### src/rtl/lbc_pkg.sv
package lbc_pkg;

  localparam int FIELD_W = 16;
  localparam int IN_CH = 3;
  localparam int TDATA_W = 64;
  localparam int TUSER_W = 6;
  localparam int MODE_W = 5;

  typedef enum logic [MODE_W-1:0] {
    MODE_CLEAR       = 5'd0,
    MODE_SOURCE      = 5'd1,
    MODE_OVER        = 5'd2,
    MODE_IN          = 5'd3,
    MODE_OUT         = 5'd4,
    MODE_ATOP        = 5'd5,
    MODE_DEST        = 5'd6,
    MODE_DEST_OVER   = 5'd7,
    MODE_DEST_IN     = 5'd8,
    MODE_DEST_OUT    = 5'd9,
    MODE_DEST_ATOP   = 5'd10,
    MODE_XOR         = 5'd11,
    MODE_ADD         = 5'd12,
    MODE_SATURATE    = 5'd13,
    MODE_MULTIPLY    = 5'd14,
    MODE_SCREEN      = 5'd15,
    MODE_OVERLAY     = 5'd16,
    MODE_DARKEN      = 5'd17,
    MODE_LIGHTEN     = 5'd18,
    MODE_COLOR_DODGE = 5'd19,
    MODE_COLOR_BURN  = 5'd20,
    MODE_HARD_LIGHT  = 5'd21,
    MODE_SOFT_LIGHT  = 5'd22,
    MODE_DIFFERENCE  = 5'd23,
    MODE_EXCLUSION   = 5'd24
  } mode_e;

  typedef struct packed {
    logic start;
    logic is_sqrt;
  } ds_req_t;

endpackage

### src/rtl/lbc_divsqrt.sv
module lbc_divsqrt #(
  parameter int FRAC_BITS = 15
) (
  input  logic                   clk_i,
  input  logic                   rst_ni,
  input  lbc_pkg::ds_req_t       req_i,
  input  logic [2*FRAC_BITS+1:0] num_i,
  input  logic [FRAC_BITS:0]     den_i,
  output logic                   done_o,
  output logic [FRAC_BITS:0]     res_o
);

  localparam int N = FRAC_BITS;
  localparam int VW = N + 1;
  localparam int SW = 2 * N + 2;
  localparam int RW = N + 4;
  localparam int QW = N + 2;
  localparam int CW = $clog2(N + 3);
  localparam logic [VW-1:0] ONE = VW'(1) << N;

  logic          busy_q, busy_d;
  logic          done_q, done_d;
  logic          sqrt_q, sqrt_d;
  logic          sat_q, sat_d;
  logic          zero_q, zero_d;
  logic [CW-1:0] cnt_q, cnt_d;
  logic [SW-1:0] sh_q, sh_d;
  logic [RW-1:0] rem_q, rem_d;
  logic [QW-1:0] res_q, res_d;
  logic [VW-1:0] den_q, den_d;

  logic [N-1:0]  hi;
  logic [RW-1:0] rem_sh;
  logic [RW-1:0] sub_op;
  logic [RW:0]   diff;
  logic          ge;
  logic [QW-1:0] root_rnd;

  assign hi = num_i[SW-1:N+2];

  always_comb begin
    rem_sh = sqrt_q ? {rem_q[RW-3:0], sh_q[SW-1:SW-2]} : {rem_q[RW-2:0], sh_q[SW-1]};
    sub_op = sqrt_q ? RW'({res_q, 2'b01}) : RW'(den_q);
    diff   = {1'b0, rem_sh} - {1'b0, sub_op};
    ge     = ~diff[RW];
  end

  always_comb begin
    busy_d = busy_q;
    done_d = 1'b0;
    sqrt_d = sqrt_q;
    sat_d  = sat_q;
    zero_d = zero_q;
    cnt_d  = cnt_q;
    sh_d   = sh_q;
    rem_d  = rem_q;
    res_d  = res_q;
    den_d  = den_q;
    if (busy_q) begin
      rem_d = ge ? diff[RW-1:0] : rem_sh;
      res_d = {res_q[QW-2:0], ge};
      sh_d  = sqrt_q ? (sh_q << 2) : (sh_q << 1);
      cnt_d = cnt_q - CW'(1);
      if (cnt_q == CW'(1)) begin
        busy_d = 1'b0;
        done_d = 1'b1;
      end
    end else if (req_i.start) begin
      busy_d = 1'b1;
      sqrt_d = req_i.is_sqrt;
      den_d  = den_i;
      res_d  = '0;
      if (req_i.is_sqrt) begin
        sh_d   = num_i;
        rem_d  = '0;
        cnt_d  = CW'(N + 1);
        sat_d  = 1'b0;
        zero_d = 1'b0;
      end else begin
        sh_d   = {num_i[N+1:0], {N{1'b0}}};
        rem_d  = RW'(hi);
        cnt_d  = CW'(N + 2);
        sat_d  = ({1'b0, hi} >= den_i);
        zero_d = (den_i == '0);
      end
    end
  end

  always_ff @(posedge clk_i or negedge rst_ni) begin
    if (!rst_ni) begin
      busy_q <= 1'b0;
      done_q <= 1'b0;
    end else begin
      busy_q <= busy_d;
      done_q <= done_d;
    end
  end

  always_ff @(posedge clk_i) begin
    sqrt_q <= sqrt_d;
    sat_q  <= sat_d;
    zero_q <= zero_d;
    cnt_q  <= cnt_d;
    sh_q   <= sh_d;
    rem_q  <= rem_d;
    res_q  <= res_d;
    den_q  <= den_d;
  end

  // round root to nearest, saturate quotient at one
  assign root_rnd = (rem_q > RW'(res_q)) ? res_q + QW'(1) : res_q;

  always_comb begin
    if (sqrt_q) begin
      res_o = VW'(root_rnd);
    end else if (zero_q) begin
      res_o = '0;
    end else if (sat_q || (res_q > QW'(ONE))) begin
      res_o = ONE;
    end else begin
      res_o = res_q[VW-1:0];
    end
  end

  assign done_o = done_q;

endmodule

### src/rtl/layer_blend_compositor.sv
// first layer: the accumulator loads directly
// blend layer: alpha states AL1, AL2, AL3 and ALR, then per channel multiply or rounding states,
//   divides or square roots on the shared unit and a write state
//   (result-alpha divide, one more pass for dodge, burn and soft light)
// last layer: then an output wait and an OUT step per channel to a registered result; one item at a time
// async active-low reset clears the control state and the accumulator to zero
module layer_blend_compositor #(
  parameter int CHANNELS = 3,
  parameter int FRAC_BITS = 15
) (
  input  logic                        clk_i,
  input  logic                        rst_ni,
  input  logic                        s_axis_tvalid_i,
  output logic                        s_axis_tready_o,
  // channel_0, channel_1, channel_2, alpha_in
  input  logic [lbc_pkg::TDATA_W-1:0] s_axis_tdata_i,
  // blend_mode, first_layer
  input  logic [lbc_pkg::TUSER_W-1:0] s_axis_tuser_i,
  input  logic                        s_axis_tlast_i,
  output logic                        m_axis_tvalid_o,
  input  logic                        m_axis_tready_i,
  // out_channel_0, out_channel_1, out_channel_2, out_alpha
  output logic [lbc_pkg::TDATA_W-1:0] m_axis_tdata_o
);

  localparam int N = FRAC_BITS;
  localparam int VW = N + 1;
  localparam int SW = 2 * N + 2;
  localparam int MW = N + 4;
  localparam int PW = MW + VW;
  localparam int PW1 = PW + 1;
  localparam int UW = N + 3;
  localparam int CHW = (CHANNELS > 1) ? $clog2(CHANNELS) : 1;
  localparam int FW = lbc_pkg::FIELD_W;
  localparam int IW = (VW > FW) ? VW : FW;

  localparam logic [VW-1:0]  ONE = VW'(1) << N;
  localparam logic [VW-1:0]  HALF = VW'(1) << (N - 1);
  localparam logic [VW-1:0]  QUARTER = VW'(1) << (N - 2);
  localparam logic [PW1-1:0] HALF_P = PW1'(1) << (N - 1);
  localparam logic [SW-1:0]  HALF_S = SW'(1) << (N - 1);
  localparam logic [SW-1:0]  ONE_S = SW'(ONE);
  localparam logic [MW-1:0]  ONE_M = MW'(ONE);
  localparam logic [MW-1:0]  FOUR_M = MW'(4) << N;
  localparam logic [MW-1:0]  TWELVE_M = MW'(12) << N;
  localparam logic [CHW-1:0] LAST_CH = CHW'(CHANNELS - 1);

  typedef enum logic [16:0] {
    ST_IDLE  = 17'b1 << 0,
    ST_AL1   = 17'b1 << 1,
    ST_AL2   = 17'b1 << 2,
    ST_AL3   = 17'b1 << 3,
    ST_ALR   = 17'b1 << 4,
    ST_F1    = 17'b1 << 5,
    ST_F2    = 17'b1 << 6,
    ST_F3    = 17'b1 << 7,
    ST_FDIV  = 17'b1 << 8,
    ST_N1    = 17'b1 << 9,
    ST_N2    = 17'b1 << 10,
    ST_N3    = 17'b1 << 11,
    ST_NFIN  = 17'b1 << 12,
    ST_VDIV  = 17'b1 << 13,
    ST_WR    = 17'b1 << 14,
    ST_OWAIT = 17'b1 << 15,
    ST_OUT   = 17'b1 << 16
  } state_e;

  function automatic logic [VW-1:0] sat_s(input logic [SW-1:0] v);
    return (v > ONE_S) ? ONE : v[VW-1:0];
  endfunction

  function automatic logic [VW-1:0] sat_in(input logic [FW-1:0] v);
    logic [IW-1:0] e;
    e = IW'(v);
    return (e > IW'(ONE)) ? ONE : VW'(e);
  endfunction

  function automatic logic is_pdf(input lbc_pkg::mode_e m);
    return m inside {[lbc_pkg::MODE_MULTIPLY:lbc_pkg::MODE_EXCLUSION]};
  endfunction

  function automatic logic is_div(input lbc_pkg::mode_e m);
    return is_pdf(m) || (m inside {lbc_pkg::MODE_OVER, lbc_pkg::MODE_DEST_OVER,
                                   lbc_pkg::MODE_XOR, lbc_pkg::MODE_ADD,
                                   lbc_pkg::MODE_SATURATE});
  endfunction

  function automatic logic is_round(input lbc_pkg::mode_e m);
    return m inside {lbc_pkg::MODE_ATOP, lbc_pkg::MODE_DEST_ATOP};
  endfunction

  function automatic state_e chan_start(input lbc_pkg::mode_e m);
    if (is_pdf(m)) begin
      return ST_F1;
    end else if (is_div(m) || is_round(m)) begin
      return ST_N1;
    end
    return ST_WR;
  endfunction

  state_e             state_q, state_d;
  logic [VW-1:0]      x_q [CHANNELS];
  logic [VW-1:0]      x_d [CHANNELS];
  logic [VW-1:0]      col_q [CHANNELS];
  logic [VW-1:0]      col_d [CHANNELS];
  logic [FW-1:0]      out_q [CHANNELS];
  logic [FW-1:0]      out_d [CHANNELS];
  logic [VW-1:0]      a_q, a_d;
  logic [VW-1:0]      alpha_q, alpha_d;
  lbc_pkg::mode_e     mode_q, mode_d;
  logic               last_q, last_d;
  logic [VW-1:0]      t1_q, t1_d, t2_q, t2_d, t3_q, t3_d;
  logic [VW-1:0]      r_q, r_d;
  logic [SW-1:0]      s_q, s_d;
  logic [UW-1:0]      u_q, u_d;
  logic [VW-1:0]      g_q, g_d;
  logic [VW-1:0]      f_q, f_d;
  logic [VW-1:0]      v_q, v_d;
  logic [CHW-1:0]     ch_q, ch_d;
  logic [FW-1:0]      out_alpha_q, out_alpha_d;
  logic               m_valid_q, m_valid_d;

  logic [VW-1:0]      xc, yc, xi, yi, ai, bi, t, e, dv, wval;
  logic [MW-1:0]      mul_a;
  logic [VW-1:0]      mul_b;
  logic [PW-1:0]      prod;
  logic [PW1-1:0]     prod_w, rnd_w, rnd2_w, ex_w;
  logic [VW-1:0]      rnd_v, h;
  logic               cond, gge;

  lbc_pkg::ds_req_t   ds_req;
  logic [SW-1:0]      ds_num;
  logic [VW-1:0]      ds_den;
  logic               ds_done;
  logic [VW-1:0]      ds_res;

  lbc_divsqrt #(
    .FRAC_BITS(FRAC_BITS)
  ) u_divsqrt (
    .clk_i  (clk_i),
    .rst_ni (rst_ni),
    .req_i  (ds_req),
    .num_i  (ds_num),
    .den_i  (ds_den),
    .done_o (ds_done),
    .res_o  (ds_res)
  );

  assign xc = x_q[ch_q];
  assign yc = col_q[ch_q];
  assign xi = ONE - xc;
  assign yi = ONE - yc;
  assign ai = ONE - a_q;
  assign bi = ONE - alpha_q;

  // the shared multiplier
  assign prod   = PW'(mul_a) * PW'(mul_b);
  assign prod_w = PW1'(prod);
  assign rnd_w  = (prod_w + HALF_P) >> N;
  assign rnd2_w = ((prod_w << 1) + HALF_P) >> N;
  assign ex_w   = (((PW1'(xc) + PW1'(yc)) << N) - (prod_w << 1) + HALF_P) >> N;
  assign rnd_v  = rnd_w[VW-1:0];
  assign h      = sat_s(SW'(rnd2_w));
  assign t      = rnd_v;
  assign e      = (xc << 1) - ONE;
  assign gge    = (g_q >= yc);
  assign dv     = gge ? (g_q - yc) : (yc - g_q);

  always_comb begin
    state_d     = state_q;
    x_d         = x_q;
    col_d       = col_q;
    out_d       = out_q;
    a_d         = a_q;
    alpha_d     = alpha_q;
    mode_d      = mode_q;
    last_d      = last_q;
    t1_d        = t1_q;
    t2_d        = t2_q;
    t3_d        = t3_q;
    r_d         = r_q;
    s_d         = s_q;
    u_d         = u_q;
    g_d         = g_q;
    f_d         = f_q;
    v_d         = v_q;
    ch_d        = ch_q;
    out_alpha_d = out_alpha_q;
    m_valid_d   = m_valid_q;
    mul_a       = '0;
    mul_b       = '0;
    ds_req      = '0;
    ds_num      = '0;
    ds_den      = '0;
    cond        = 1'b0;
    wval        = yc;

    if (m_valid_q && m_axis_tready_i) begin
      m_valid_d = 1'b0;
    end

    unique case (state_q)
      ST_IDLE: begin
        if (s_axis_tvalid_i) begin
          for (int c = 0; c < CHANNELS; c++) begin
            x_d[c] = sat_in(s_axis_tdata_i[c*FW +: FW]);
          end
          a_d    = sat_in(s_axis_tdata_i[lbc_pkg::IN_CH*FW +: FW]);
          mode_d = lbc_pkg::mode_e'(s_axis_tuser_i[lbc_pkg::MODE_W-1:0]);
          last_d = s_axis_tlast_i;
          if (s_axis_tuser_i[lbc_pkg::MODE_W]) begin
            for (int c = 0; c < CHANNELS; c++) begin
              col_d[c] = sat_in(s_axis_tdata_i[c*FW +: FW]);
            end
            alpha_d = sat_in(s_axis_tdata_i[lbc_pkg::IN_CH*FW +: FW]);
            state_d = s_axis_tlast_i ? ST_OWAIT : ST_IDLE;
          end else begin
            state_d = ST_AL1;
          end
        end
      end
      ST_AL1: begin
        mul_a   = MW'(a_q);
        mul_b   = bi;
        t1_d    = rnd_v;
        s_d     = SW'(prod);
        state_d = ST_AL2;
      end
      ST_AL2: begin
        mul_a   = MW'(ai);
        mul_b   = alpha_q;
        t2_d    = rnd_v;
        s_d     = s_q + SW'(prod);
        state_d = ST_AL3;
      end
      ST_AL3: begin
        mul_a   = MW'(a_q);
        mul_b   = alpha_q;
        t3_d    = rnd_v;
        state_d = ST_ALR;
      end
      ST_ALR: begin
        case (mode_q) inside
          lbc_pkg::MODE_CLEAR:                             r_d = ai;
          lbc_pkg::MODE_SOURCE, lbc_pkg::MODE_DEST_ATOP:   r_d = a_q;
          lbc_pkg::MODE_IN, lbc_pkg::MODE_DEST_IN:         r_d = t3_q;
          lbc_pkg::MODE_OUT:                               r_d = t1_q;
          lbc_pkg::MODE_DEST_OVER: r_d = sat_s(SW'(alpha_q) + SW'(t1_q));
          lbc_pkg::MODE_DEST_OUT:                          r_d = t2_q;
          lbc_pkg::MODE_XOR:       r_d = sat_s((s_q + HALF_S) >> N);
          lbc_pkg::MODE_ADD, lbc_pkg::MODE_SATURATE:
            r_d = sat_s(SW'(a_q) + SW'(alpha_q));
          lbc_pkg::MODE_OVER, [lbc_pkg::MODE_MULTIPLY:lbc_pkg::MODE_EXCLUSION]:
            r_d = sat_s(SW'(a_q) + SW'(t2_q));
          default:                                         r_d = alpha_q;
        endcase
        ch_d    = '0;
        state_d = chan_start(mode_q);
      end
      ST_F1: begin
        state_d = ST_N1;
        case (mode_q) inside
          lbc_pkg::MODE_MULTIPLY: begin
            mul_a = MW'(xc);
            mul_b = yc;
            f_d   = rnd_v;
          end
          lbc_pkg::MODE_SCREEN: begin
            mul_a = MW'(xc);
            mul_b = yc;
            f_d   = sat_s(SW'(xc) + SW'(yc) - SW'(rnd_v));
          end
          lbc_pkg::MODE_OVERLAY, lbc_pkg::MODE_HARD_LIGHT: begin
            cond  = (mode_q == lbc_pkg::MODE_OVERLAY) ? (yc <= HALF) : (xc < HALF);
            mul_a = cond ? MW'(xc) : MW'(xi);
            mul_b = cond ? yc : yi;
            f_d   = cond ? h : (ONE - h);
          end
          lbc_pkg::MODE_DARKEN:     f_d = (xc < yc) ? xc : yc;
          lbc_pkg::MODE_LIGHTEN:    f_d = (xc > yc) ? xc : yc;
          lbc_pkg::MODE_DIFFERENCE: f_d = (yc > xc) ? (yc - xc) : (xc - yc);
          lbc_pkg::MODE_COLOR_DODGE: begin
            if (xc < ONE) begin
              ds_req.start = 1'b1;
              ds_num       = (SW'(yc) << N) + SW'(xi >> 1);
              ds_den       = xi;
              state_d      = ST_FDIV;
            end else begin
              f_d = ONE;
            end
          end
          lbc_pkg::MODE_COLOR_BURN: begin
            if (xc != '0) begin
              ds_req.start = 1'b1;
              ds_num       = (SW'(yi) << N) + SW'(xc >> 1);
              ds_den       = xc;
              state_d      = ST_FDIV;
            end else begin
              f_d = '0;
            end
          end
          lbc_pkg::MODE_SOFT_LIGHT: begin
            if (xc <= HALF) begin
              mul_a   = ONE_M - (MW'(xc) << 1);
              mul_b   = yc;
              u_d     = rnd_w[UW-1:0];
              state_d = ST_F2;
            end else if (yc <= QUARTER) begin
              mul_a   = TWELVE_M - (MW'(yc) << 4);
              mul_b   = yc;
              u_d     = rnd_w[UW-1:0];
              state_d = ST_F2;
            end else begin
              ds_req.start   = 1'b1;
              ds_req.is_sqrt = 1'b1;
              ds_num         = SW'(yc) << N;
              state_d        = ST_FDIV;
            end
          end
          default: begin
            mul_a = MW'(xc);
            mul_b = yc;
            f_d   = sat_s(SW'(ex_w));
          end
        endcase
      end
      ST_F2: begin
        if (xc <= HALF) begin
          mul_a   = MW'(u_q);
          mul_b   = yi;
          f_d     = (t > yc) ? '0 : (yc - t);
          state_d = ST_N1;
        end else begin
          mul_a   = FOUR_M - MW'(u_q);
          mul_b   = yc;
          g_d     = rnd_v;
          state_d = ST_F3;
        end
      end
      ST_F3: begin
        mul_a   = MW'(e);
        mul_b   = dv;
        f_d     = gge ? sat_s(SW'(yc) + SW'(t)) : ((t > yc) ? '0 : (yc - t));
        state_d = ST_N1;
      end
      ST_FDIV: begin
        if (ds_done) begin
          case (mode_q)
            lbc_pkg::MODE_COLOR_DODGE: begin
              f_d     = ds_res;
              state_d = ST_N1;
            end
            lbc_pkg::MODE_COLOR_BURN: begin
              f_d     = ONE - ds_res;
              state_d = ST_N1;
            end
            default: begin
              g_d     = ds_res;
              state_d = ST_F3;
            end
          endcase
        end
      end
      ST_N1: begin
        case (mode_q) inside
          lbc_pkg::MODE_OVER, lbc_pkg::MODE_ATOP, lbc_pkg::MODE_ADD: mul_a = MW'(a_q);
          lbc_pkg::MODE_DEST_ATOP:                                  mul_a = MW'(bi);
          lbc_pkg::MODE_SATURATE: mul_a = (a_q < bi) ? MW'(a_q) : MW'(bi);
          default:                                                  mul_a = MW'(t1_q);
        endcase
        mul_b   = xc;
        s_d     = SW'(prod);
        state_d = ST_N2;
      end
      ST_N2: begin
        case (mode_q) inside
          lbc_pkg::MODE_ATOP: mul_a = MW'(ai);
          lbc_pkg::MODE_DEST_OVER, lbc_pkg::MODE_DEST_ATOP, lbc_pkg::MODE_ADD,
          lbc_pkg::MODE_SATURATE: mul_a = MW'(alpha_q);
          default:            mul_a = MW'(t2_q);
        endcase
        mul_b   = yc;
        s_d     = s_q + SW'(prod);
        state_d = is_pdf(mode_q) ? ST_N3 : ST_NFIN;
      end
      ST_N3: begin
        mul_a   = MW'(t3_q);
        mul_b   = f_q;
        s_d     = s_q + SW'(prod);
        state_d = ST_NFIN;
      end
      ST_NFIN: begin
        if (is_round(mode_q)) begin
          v_d     = sat_s((s_q + HALF_S) >> N);
          state_d = ST_WR;
        end else begin
          ds_req.start = 1'b1;
          ds_num       = s_q + SW'(r_q >> 1);
          ds_den       = r_q;
          state_d      = ST_VDIV;
        end
      end
      ST_VDIV: begin
        if (ds_done) begin
          v_d     = ds_res;
          state_d = ST_WR;
        end
      end
      ST_WR: begin
        if (is_div(mode_q) || is_round(mode_q)) begin
          wval = v_q;
        end else begin
          case (mode_q) inside
            lbc_pkg::MODE_CLEAR:                                        wval = ai;
            lbc_pkg::MODE_SOURCE, lbc_pkg::MODE_IN, lbc_pkg::MODE_OUT: wval = xc;
            default:                                                    wval = yc;
          endcase
        end
        col_d[ch_q] = (r_q == '0) ? '0 : wval;
        if (ch_q == LAST_CH) begin
          alpha_d = r_q;
          ch_d    = '0;
          state_d = last_q ? ST_OWAIT : ST_IDLE;
        end else begin
          ch_d    = ch_q + CHW'(1);
          state_d = chan_start(mode_q);
        end
      end
      ST_OWAIT: begin
        if (!m_valid_q || m_axis_tready_i) begin
          ch_d    = '0;
          state_d = ST_OUT;
        end
      end
      ST_OUT: begin
        mul_a       = MW'(yc);
        mul_b       = alpha_q;
        out_d[ch_q] = FW'(rnd_w);
        if (ch_q == LAST_CH) begin
          m_valid_d   = 1'b1;
          out_alpha_d = FW'(alpha_q);
          ch_d        = '0;
          state_d     = ST_IDLE;
        end else begin
          ch_d = ch_q + CHW'(1);
        end
      end
      default: state_d = ST_IDLE;
    endcase
  end

  always_ff @(posedge clk_i or negedge rst_ni) begin
    if (!rst_ni) begin
      state_q   <= ST_IDLE;
      ch_q      <= '0;
      m_valid_q <= 1'b0;
      alpha_q   <= '0;
      for (int c = 0; c < CHANNELS; c++) begin
        col_q[c] <= '0;
      end
    end else begin
      state_q   <= state_d;
      ch_q      <= ch_d;
      m_valid_q <= m_valid_d;
      alpha_q   <= alpha_d;
      col_q     <= col_d;
    end
  end

  always_ff @(posedge clk_i) begin
    x_q         <= x_d;
    out_q       <= out_d;
    a_q         <= a_d;
    mode_q      <= mode_d;
    last_q      <= last_d;
    t1_q        <= t1_d;
    t2_q        <= t2_d;
    t3_q        <= t3_d;
    r_q         <= r_d;
    s_q         <= s_d;
    u_q         <= u_d;
    g_q         <= g_d;
    f_q         <= f_d;
    v_q         <= v_d;
    out_alpha_q <= out_alpha_d;
  end

  assign s_axis_tready_o = (state_q == ST_IDLE);
  assign m_axis_tvalid_o = m_valid_q;

  for (genvar c = 0; c < lbc_pkg::IN_CH; c++) begin : g_out
    if (c < CHANNELS) begin : g_used
      assign m_axis_tdata_o[c*FW +: FW] = out_q[c];
    end else begin : g_zero
      assign m_axis_tdata_o[c*FW +: FW] = '0;
    end
  end
  assign m_axis_tdata_o[lbc_pkg::IN_CH*FW +: FW] = out_alpha_q;

endmodule

### config.mk
export PLATFORM = sky130hd
export DESIGN_NAME = layer_blend_compositor
export DESIGN_NICKNAME = d
export VERILOG_FILES = /design/src/rtl/lbc_pkg.sv /design/src/rtl/lbc_divsqrt.sv /design/src/rtl/layer_blend_compositor.sv
export SDC_FILE = /design/constraint.sdc
export NUM_CORES = 2
export LEC_CHECK = 0
export BUFFER_PORTS_ARGS = -buffer_cell sky130_fd_sc_hd__buf_4
export CELL_PAD_IN_SITES_DETAIL_PLACEMENT = 0
export CELL_PAD_IN_SITES_GLOBAL_PLACEMENT = 1
export CORE_ASPECT_RATIO = 2
export CORE_MARGIN = 2
export CORE_UTILIZATION = 25
export CTS_CLUSTER_DIAMETER = 50
export DETAILED_ROUTE_END_ITERATION = 6
export PLACE_DENSITY = 0.52
export SKIP_CTS_REPAIR_TIMING = 1
export SLEW_MARGIN = 30
export SYNTH_ARGS = -nofsm -noshare
export SYNTH_HDL_FRONTEND = slang
export SYNTH_SLANG_ARGS = --single-unit
export TNS_END_PERCENT = 1
### constraint.sdc
create_clock -name clk_i -period 46.9 [get_ports clk_i]
set_clock_uncertainty 0.05 [all_clocks]
set_input_delay 7.035 -clock clk_i [delete_from_list [all_inputs] [get_ports clk_i]]
set_output_delay 7.035 -clock clk_i [all_outputs]
set_load 0.03 [all_outputs]
# Word-level counts from Yosys, hierarchy flattened
# Cells that the tools add are included.
# W data, S select, Z words.
# totals
register_bits	474
output_inout_bits	66
# classes
addsub	35
n_mul	1
magnitude_cmp	30
eq_ne	56
n_mux	228
n_bitwise	11
reduce_logical	47
# ops
operator	count
$mux W16	97
$mux W32	15
$mux W17	22
$mux W19	17
$pmux W17 S17	1
$pmux W19 S9	1
$pmux W16 S2	5
$pmux W16 S8	1
$pmux W32 S2	2
$add A16 B16 Y17	6
$gt A17 B16 Y1 const B	6
$bwmux W48	2
$mux W48	2
$pmux W48 S2	1
$sub A16 B16 Y16 const A	6
$mux W31	3
$sub A16 B16 Y16	5
$add A36 B15 Y36 const B	2
$add A31 B15 Y32	2
$bmux W16 S2	2
$gt A16 B16 Y1 const B	4
$pmux W16 S4	1
$gt A16 B16 Y1	3
$gt A21 B16 Y1 const B	2
other kinds (88)	200

# Longest topological paths before layout
# logic_depth
depth_word	32
depth_mapped	69
ltp_nobuf	60

# By module
# From an unflattened synthesis, not the netlist that was laid out.
# hier_totals
cells_unflattened	6634
hier_area_um2	55978.7
# modules_own_cells
module	instances	cells_per_inst	area_per_inst_um2	seq_area_each_um2
layer_blend_compositor	1	5933	48992.0	10991.8
lbc_divsqrt	1	701	6986.7	2812.7

# Worst setup path before layout
# No wires, ideal clock.
# synth_path
kind	register -> register
startpoint	reg ch_q[1]
endpoint	reg f_q[8], data pin
setup_ns	0.135
arrival_time_ns	15.481
required_time_ns	46.715
slack_ns	31.234
stages_incl_launch_ff	60
path_buffers	7
path_cell_list	dfrtp_1 buf_6 buf_6 buf_8 buf_6 mux2i_1 nor2_1 a21oi_1 inv_1 ha_1 inv_1 a211oi_1 o211ai_1 a31oi_1 clkbuf_1 mux2_2 o21ai_0 nand2_1 [... 24 more ...] clkbuf_1 xnor2_1 ha_1 o21a_1 o21a_1 a211o_1 a2111o_1 a31o_2 a211o_1 o211ai_1 or4b_1 o21ai_0 mux2i_1 o311ai_0 a2bb2oi_1 nand2_1 or4b_1 nand3_1
# synth_lines
item	line	rtl
start, declared	layer_blend_compositor.sv:119	logic [CHW-1:0] ch_q, ch_d;
start signal, assigned	layer_blend_compositor.sv:463	ch_q <= ch_d;
$not A2 Y3 (not written as such) (*)	layer_blend_compositor.sv:149, layer_blend_compositor.sv:150	
$bmux W16 S2	layer_blend_compositor.sv:150	assign yc = col_q[ch_q];
$mux W16 (not written as such) (2 in a row)	layer_blend_compositor.sv:150	
$sub A19 B19 Y19 / $le A16 B14 Y1 (equally long branches)	layer_blend_compositor.sv:309, layer_blend_compositor.sv:308	
$mux W19 / $mux W16 (equally long branches)	layer_blend_compositor.sv:308	end else if (yc <= QUARTER) begin
$mux W19 / $mux W16 (equally long branches)	layer_blend_compositor.sv:303	if (xc <= HALF) begin
$mux W19 / $mux W16 (equally long branches) (9 in a row)	layer_blend_compositor.sv:262	case (mode_q) inside
$pmux W19 S9 / $pmux W16 S8 (equally long branches)	layer_blend_compositor.sv:202	unique case (state_q)
$mul A19 B16 Y35 (*)	layer_blend_compositor.sv:157	assign prod = PW'(mul_a) * PW'(mul_b);
$add A33 B15 Y33 (*)	layer_blend_compositor.sv:159	assign rnd_w = (prod_w + HALF_P) >> N;
named net rnd_v[6]	layer_blend_compositor.sv:128	logic [VW-1:0] rnd_v, h;
$sub A17 B16 Y18	layer_blend_compositor.sv:271	f_d = sat_s(SW'(xc) + SW'(yc) - SW'(rnd_v));
$gt A32 B16 Y1	layer_blend_compositor.sv:69	return (v > ONE_S) ? ONE : v[VW-1:0];
$mux W16	layer_blend_compositor.sv:69	
$mux W16 (2 in a row)	layer_blend_compositor.sv:262	
$pmux W16 S4 (*)	layer_blend_compositor.sv:202	
named net f_d[8]	layer_blend_compositor.sv:117	logic [VW-1:0] f_q, f_d;
end signal, assigned	layer_blend_compositor.sv:483	f_q <= f_d;
end, declared	layer_blend_compositor.sv:117	
# Mark *: on every way through the listed nets, which the timed path passes. The rest lies on a longest branch. The select of a mux whose other input is x is not followed.
# A chain may end at the register's enable or synchronous reset.

# Worst setup path in the final report
# Ends and elaborated chain as after synthesis.

==> flow_summary.ini <==
[clock_tree]
tritoncts.num_buffers = 78
clock_latency_ns = 0.73
cts-root-buf = clkbuf_16
cts_max_path_buffers = 3
cts_tree = done
clk_pin_slew_ns = 0.06
cts.sinks = 474
htree_levels = 3

[critical_path]
reg2reg_from = ch_q[1]$_DFFE_PN0P_
regToRegSetupSlack_ns = 27.06
cp-start-kind = register
critPathRequiredTime_ns = 47.43
crit_slowest_cell = or4b_1
r2r_end = f_q[8]$_DFFE_PP_
setup.worst_path.class = reg -> reg
critPathArrivalTime_ns = 20.37
critical_path.max_stage_delay_ns = 0.84
endpoint_kind = register
cpMostUsedCell = fa_1
critPathMaxFanout = 29
reg2reg_depth = 59

[sta]
fin_setup_tns_ns = 0
drv_slew = 0
fin_crit_sh_pct = 42.3
hold_viol = 0
tightest_slew_ns = 1.18
fmax_mhz = 50.4
fin_crit_ns = 19.84
rsz0062_at_grt = false
slew-limit-headroom_pct = 21.2
setup_violations = 0

[grt]
grt_overflow = 0
grt_first_pass_wirelength_um = 422000
antenna_found_initial = 26
grt_max_degree = 74
grt_pass1_vias = 53577
track_usage_pct = 26.3

[floorplanning]
die_x_um = 338
io_pins = 141
core_area_sq_um = 222000
rows = 245
dieArea_sq_um = 227000
die_y_um = 671
start_util_pct = 25.1

[place]
portBuffers = 140
place.gp.congestion = 1.03
dp_hpwl_um = 239000

[detailed_routing]
totalWireLength_um = 304000
drcViolationCount = 9
drtAntennaViolNets = 0
firstDrtPassIters = 7
viasPerCell = 5.55
dr.first_iter.drc_count = 6269
vias = 54813
wl_per_cell_um = 30.8

[synthesis]
synth.largest_area_cell = edfxtp_1
synth_nets = 7438
synth_area_sq_um = 55700
syn_inst = 6678
synth_compound_area_share_pct = 22.2
synth_cell_types = 117
synth_ff_type = edfxtp_1
synth_edf_count = 388
yosysWarnings = 0
synth_fa_ha_area_share_pct = 19.0
synth-seq-cells = 474
avgSynthCellArea_sq_um = 8.34
synth_xor_area_share_pct = 5.72
ys_seq_area_share_pct = 24.8
muxShareOfSynthArea_pct = 3.18
yosysMostFrequentCell = nor2_1
synth_top_family_by_area = compound AO/OA/AOI/OAI gates
synth_common_cells = nor2_1 (661), nand2_1 (640), inv_1 (567)
synthSimpleGateAreaFrac_pct = 18.5
yosys.area.top_type_share_pct = 20.9
synth_area_leaders = edfxtp_1 (21%), ha_1 (9.5%), fa_1 (9.5%), nor2_1 (4.5%), xnor2_1 (4.4%)
synthArstFlopShare_pct = 18.1

[min_path]
worstHoldEndpoint = col_q[47]$_DFFE_PN0P_
min_path_type = reg -> reg
hp-start = col_q[47]$_DFFE_PN0P_
hold_path_depth = 2

[power_and_ir_drop]
totalPowerFinal_mw = 5.56
ir_worst_vdd_mv = 0.115
switchingPower_mw = 3.26
p_comb_share_pct = 77.4
pwr-share-clk_pct = 11.3
seqPwrFrac_pct = 11.3
p_leak_nw = 26.1
power_density_nw_per_um2 = 86.2
p_int_mw = 2.29
switching_share_pct = 58.7

[finish]
drive_gt1_share_pct = 11.6
syn_to_final_growth_pct = 15.7
nNetsFinal = 7591

[job]
cap_violations = 0

[outcome]
status = finished with violations
violations = DRC
[placed cells by master, fill, tap and decap left out, types with 67 or more instances in the layout]
master | Yosys | routed
nor2_1 | 661 | 652
nand2_1 | 640 | 639
inv_1 | 567 | 567
a21oi_1 | 471 | 464
o21ai_0 | 431 | 423
ha_1 | 422 | 422
buf_4 | 11 | 410
edfxtp_1 | 388 | 388
xnor2_1 | 278 | 266
fa_1 | 263 | 263
nor3_1 | 187 | 174
mux2i_1 | 134 | 134
nand3_1 | 132 | 131
nor2b_1 | 102 | 101
xor2_1 | 84 | 84
dfrtp_1 | 85 | 82
clkbuf_16 | 0 | 79
a21o_1 | 76 | 76
a211oi_1 | 74 | 72
a22oi_1 | 71 | 71
o22ai_1 | 67 | 67
a221oi_1 | 68 | 67
[through the flow]
step | hold WS, ns | cell area, sq um | utilization, % | setup WS (ns) | cells
after floorplan | 0.381 | 55700 | - | 31.23 | 6678
after global placement | 0.416 | 61500 | 27.7 | 27.32 | 9710
after detailed placement | 0.423 | 61600 | 27.7 | 27.22 | 9713
after CTS | 0.437 | 64300 | 29.0 | 27.12 | 9859
after global routing | 0.460 | 64400 | 29.0 | 26.04 | 9865
final | 0.432 | 64400 | 29.0 | 27.06 | 9873
[cells by family after synthesis]
family,after synthesis
flops,474
compound gates,1868
other cells,1
xor+xnor,363
buf+inv,933
mux,172
simple gates,2180
fa+ha+maj,687
[power groups by stage]
stage | logic [mW] | clock network [mW] | registers (mW)
final | 4.30 | 0.627 | 0.630
after global routing | 4.51 | 0.652 | 0.634
after CTS | 4.18 | 0.639 | 0.629
after detailed placement | 4.16 | 0 | 0.636
after global placement | 4.19 | 0 | 0.637
after floorplan | 2.56 | 0 | 0.615
[critical path: cells and delay by family, from the launching register on]
kind	cells	cell delay (ns)
compound gates	21	6.26
fa+ha+maj	9	4.59
simple gates	16	4.40
buf+inv	9	2.49
xor+xnor	2	0.71
flops	1	0.63
mux	2	0.44
[layout make-up]
class / count / area [sq um]
clock inverter: 60 / 744
fill: 24185 / 158000
clock buffer: 86 / 2010
tap: 2964 / 3710
inverter: 591 / 2220
multi-input combinational: 5271 / 38800
timing repair buffer: 415 / 3140
sequential: 474 / 13800
antenna: 12 / 30.0
[state kept, by name, summed over array words and instances (netlist names), 17 cells and up]
signal,cells
s_q,32
col_q,48
u_q,18
u_divsqrt.res_q,17
x_q,48
state_q,17
u_divsqrt.sh_q,32
m_axis_tdata_o,48
u_divsqrt.rem_q,19
[layer usage]
metal  wire (um)  vias to the layer above  GRT usage, %  part of all wire (%)
met3       21500                      767          4.61                   7.1
met5          64                        -             0                 0.021
met4       26900                       10          19.7                   8.9
met1      122000                    27065          32.9                    40
met2      134000                     2581          40.0                    44
li1            -                    24390             -                     -
[how the worst max path moves through the flow]
| stage | startpoint | to | slack (ns) | cells after the start |
|---|---|---|---|---|
| detailed placement | alpha_q[3]$_DFFE_PN0P_ | f_q[8]$_DFFE_PP_ | 27.22 | 56 |
| global placement | ch_q[0]$_DFFE_PN0P_ | f_q[8]$_DFFE_PP_ | 27.32 | 59 |
| floorplan | ch_q[1]$_DFFE_PN0P_ | f_q[8]$_DFFE_PP_ | 31.23 | 59 |
| global route | ch_q[0]$_DFFE_PN0P_ | f_q[8]$_DFFE_PP_ | 26.04 | 60 |
| CTS | alpha_q[3]$_DFFE_PN0P_ | f_q[8]$_DFFE_PP_ | 27.12 | 56 |
| finish | ch_q[1]$_DFFE_PN0P_ | f_q[8]$_DFFE_PP_ | 27.06 | 59 |
No activity file was read; power rests on OpenSTA's default activity.
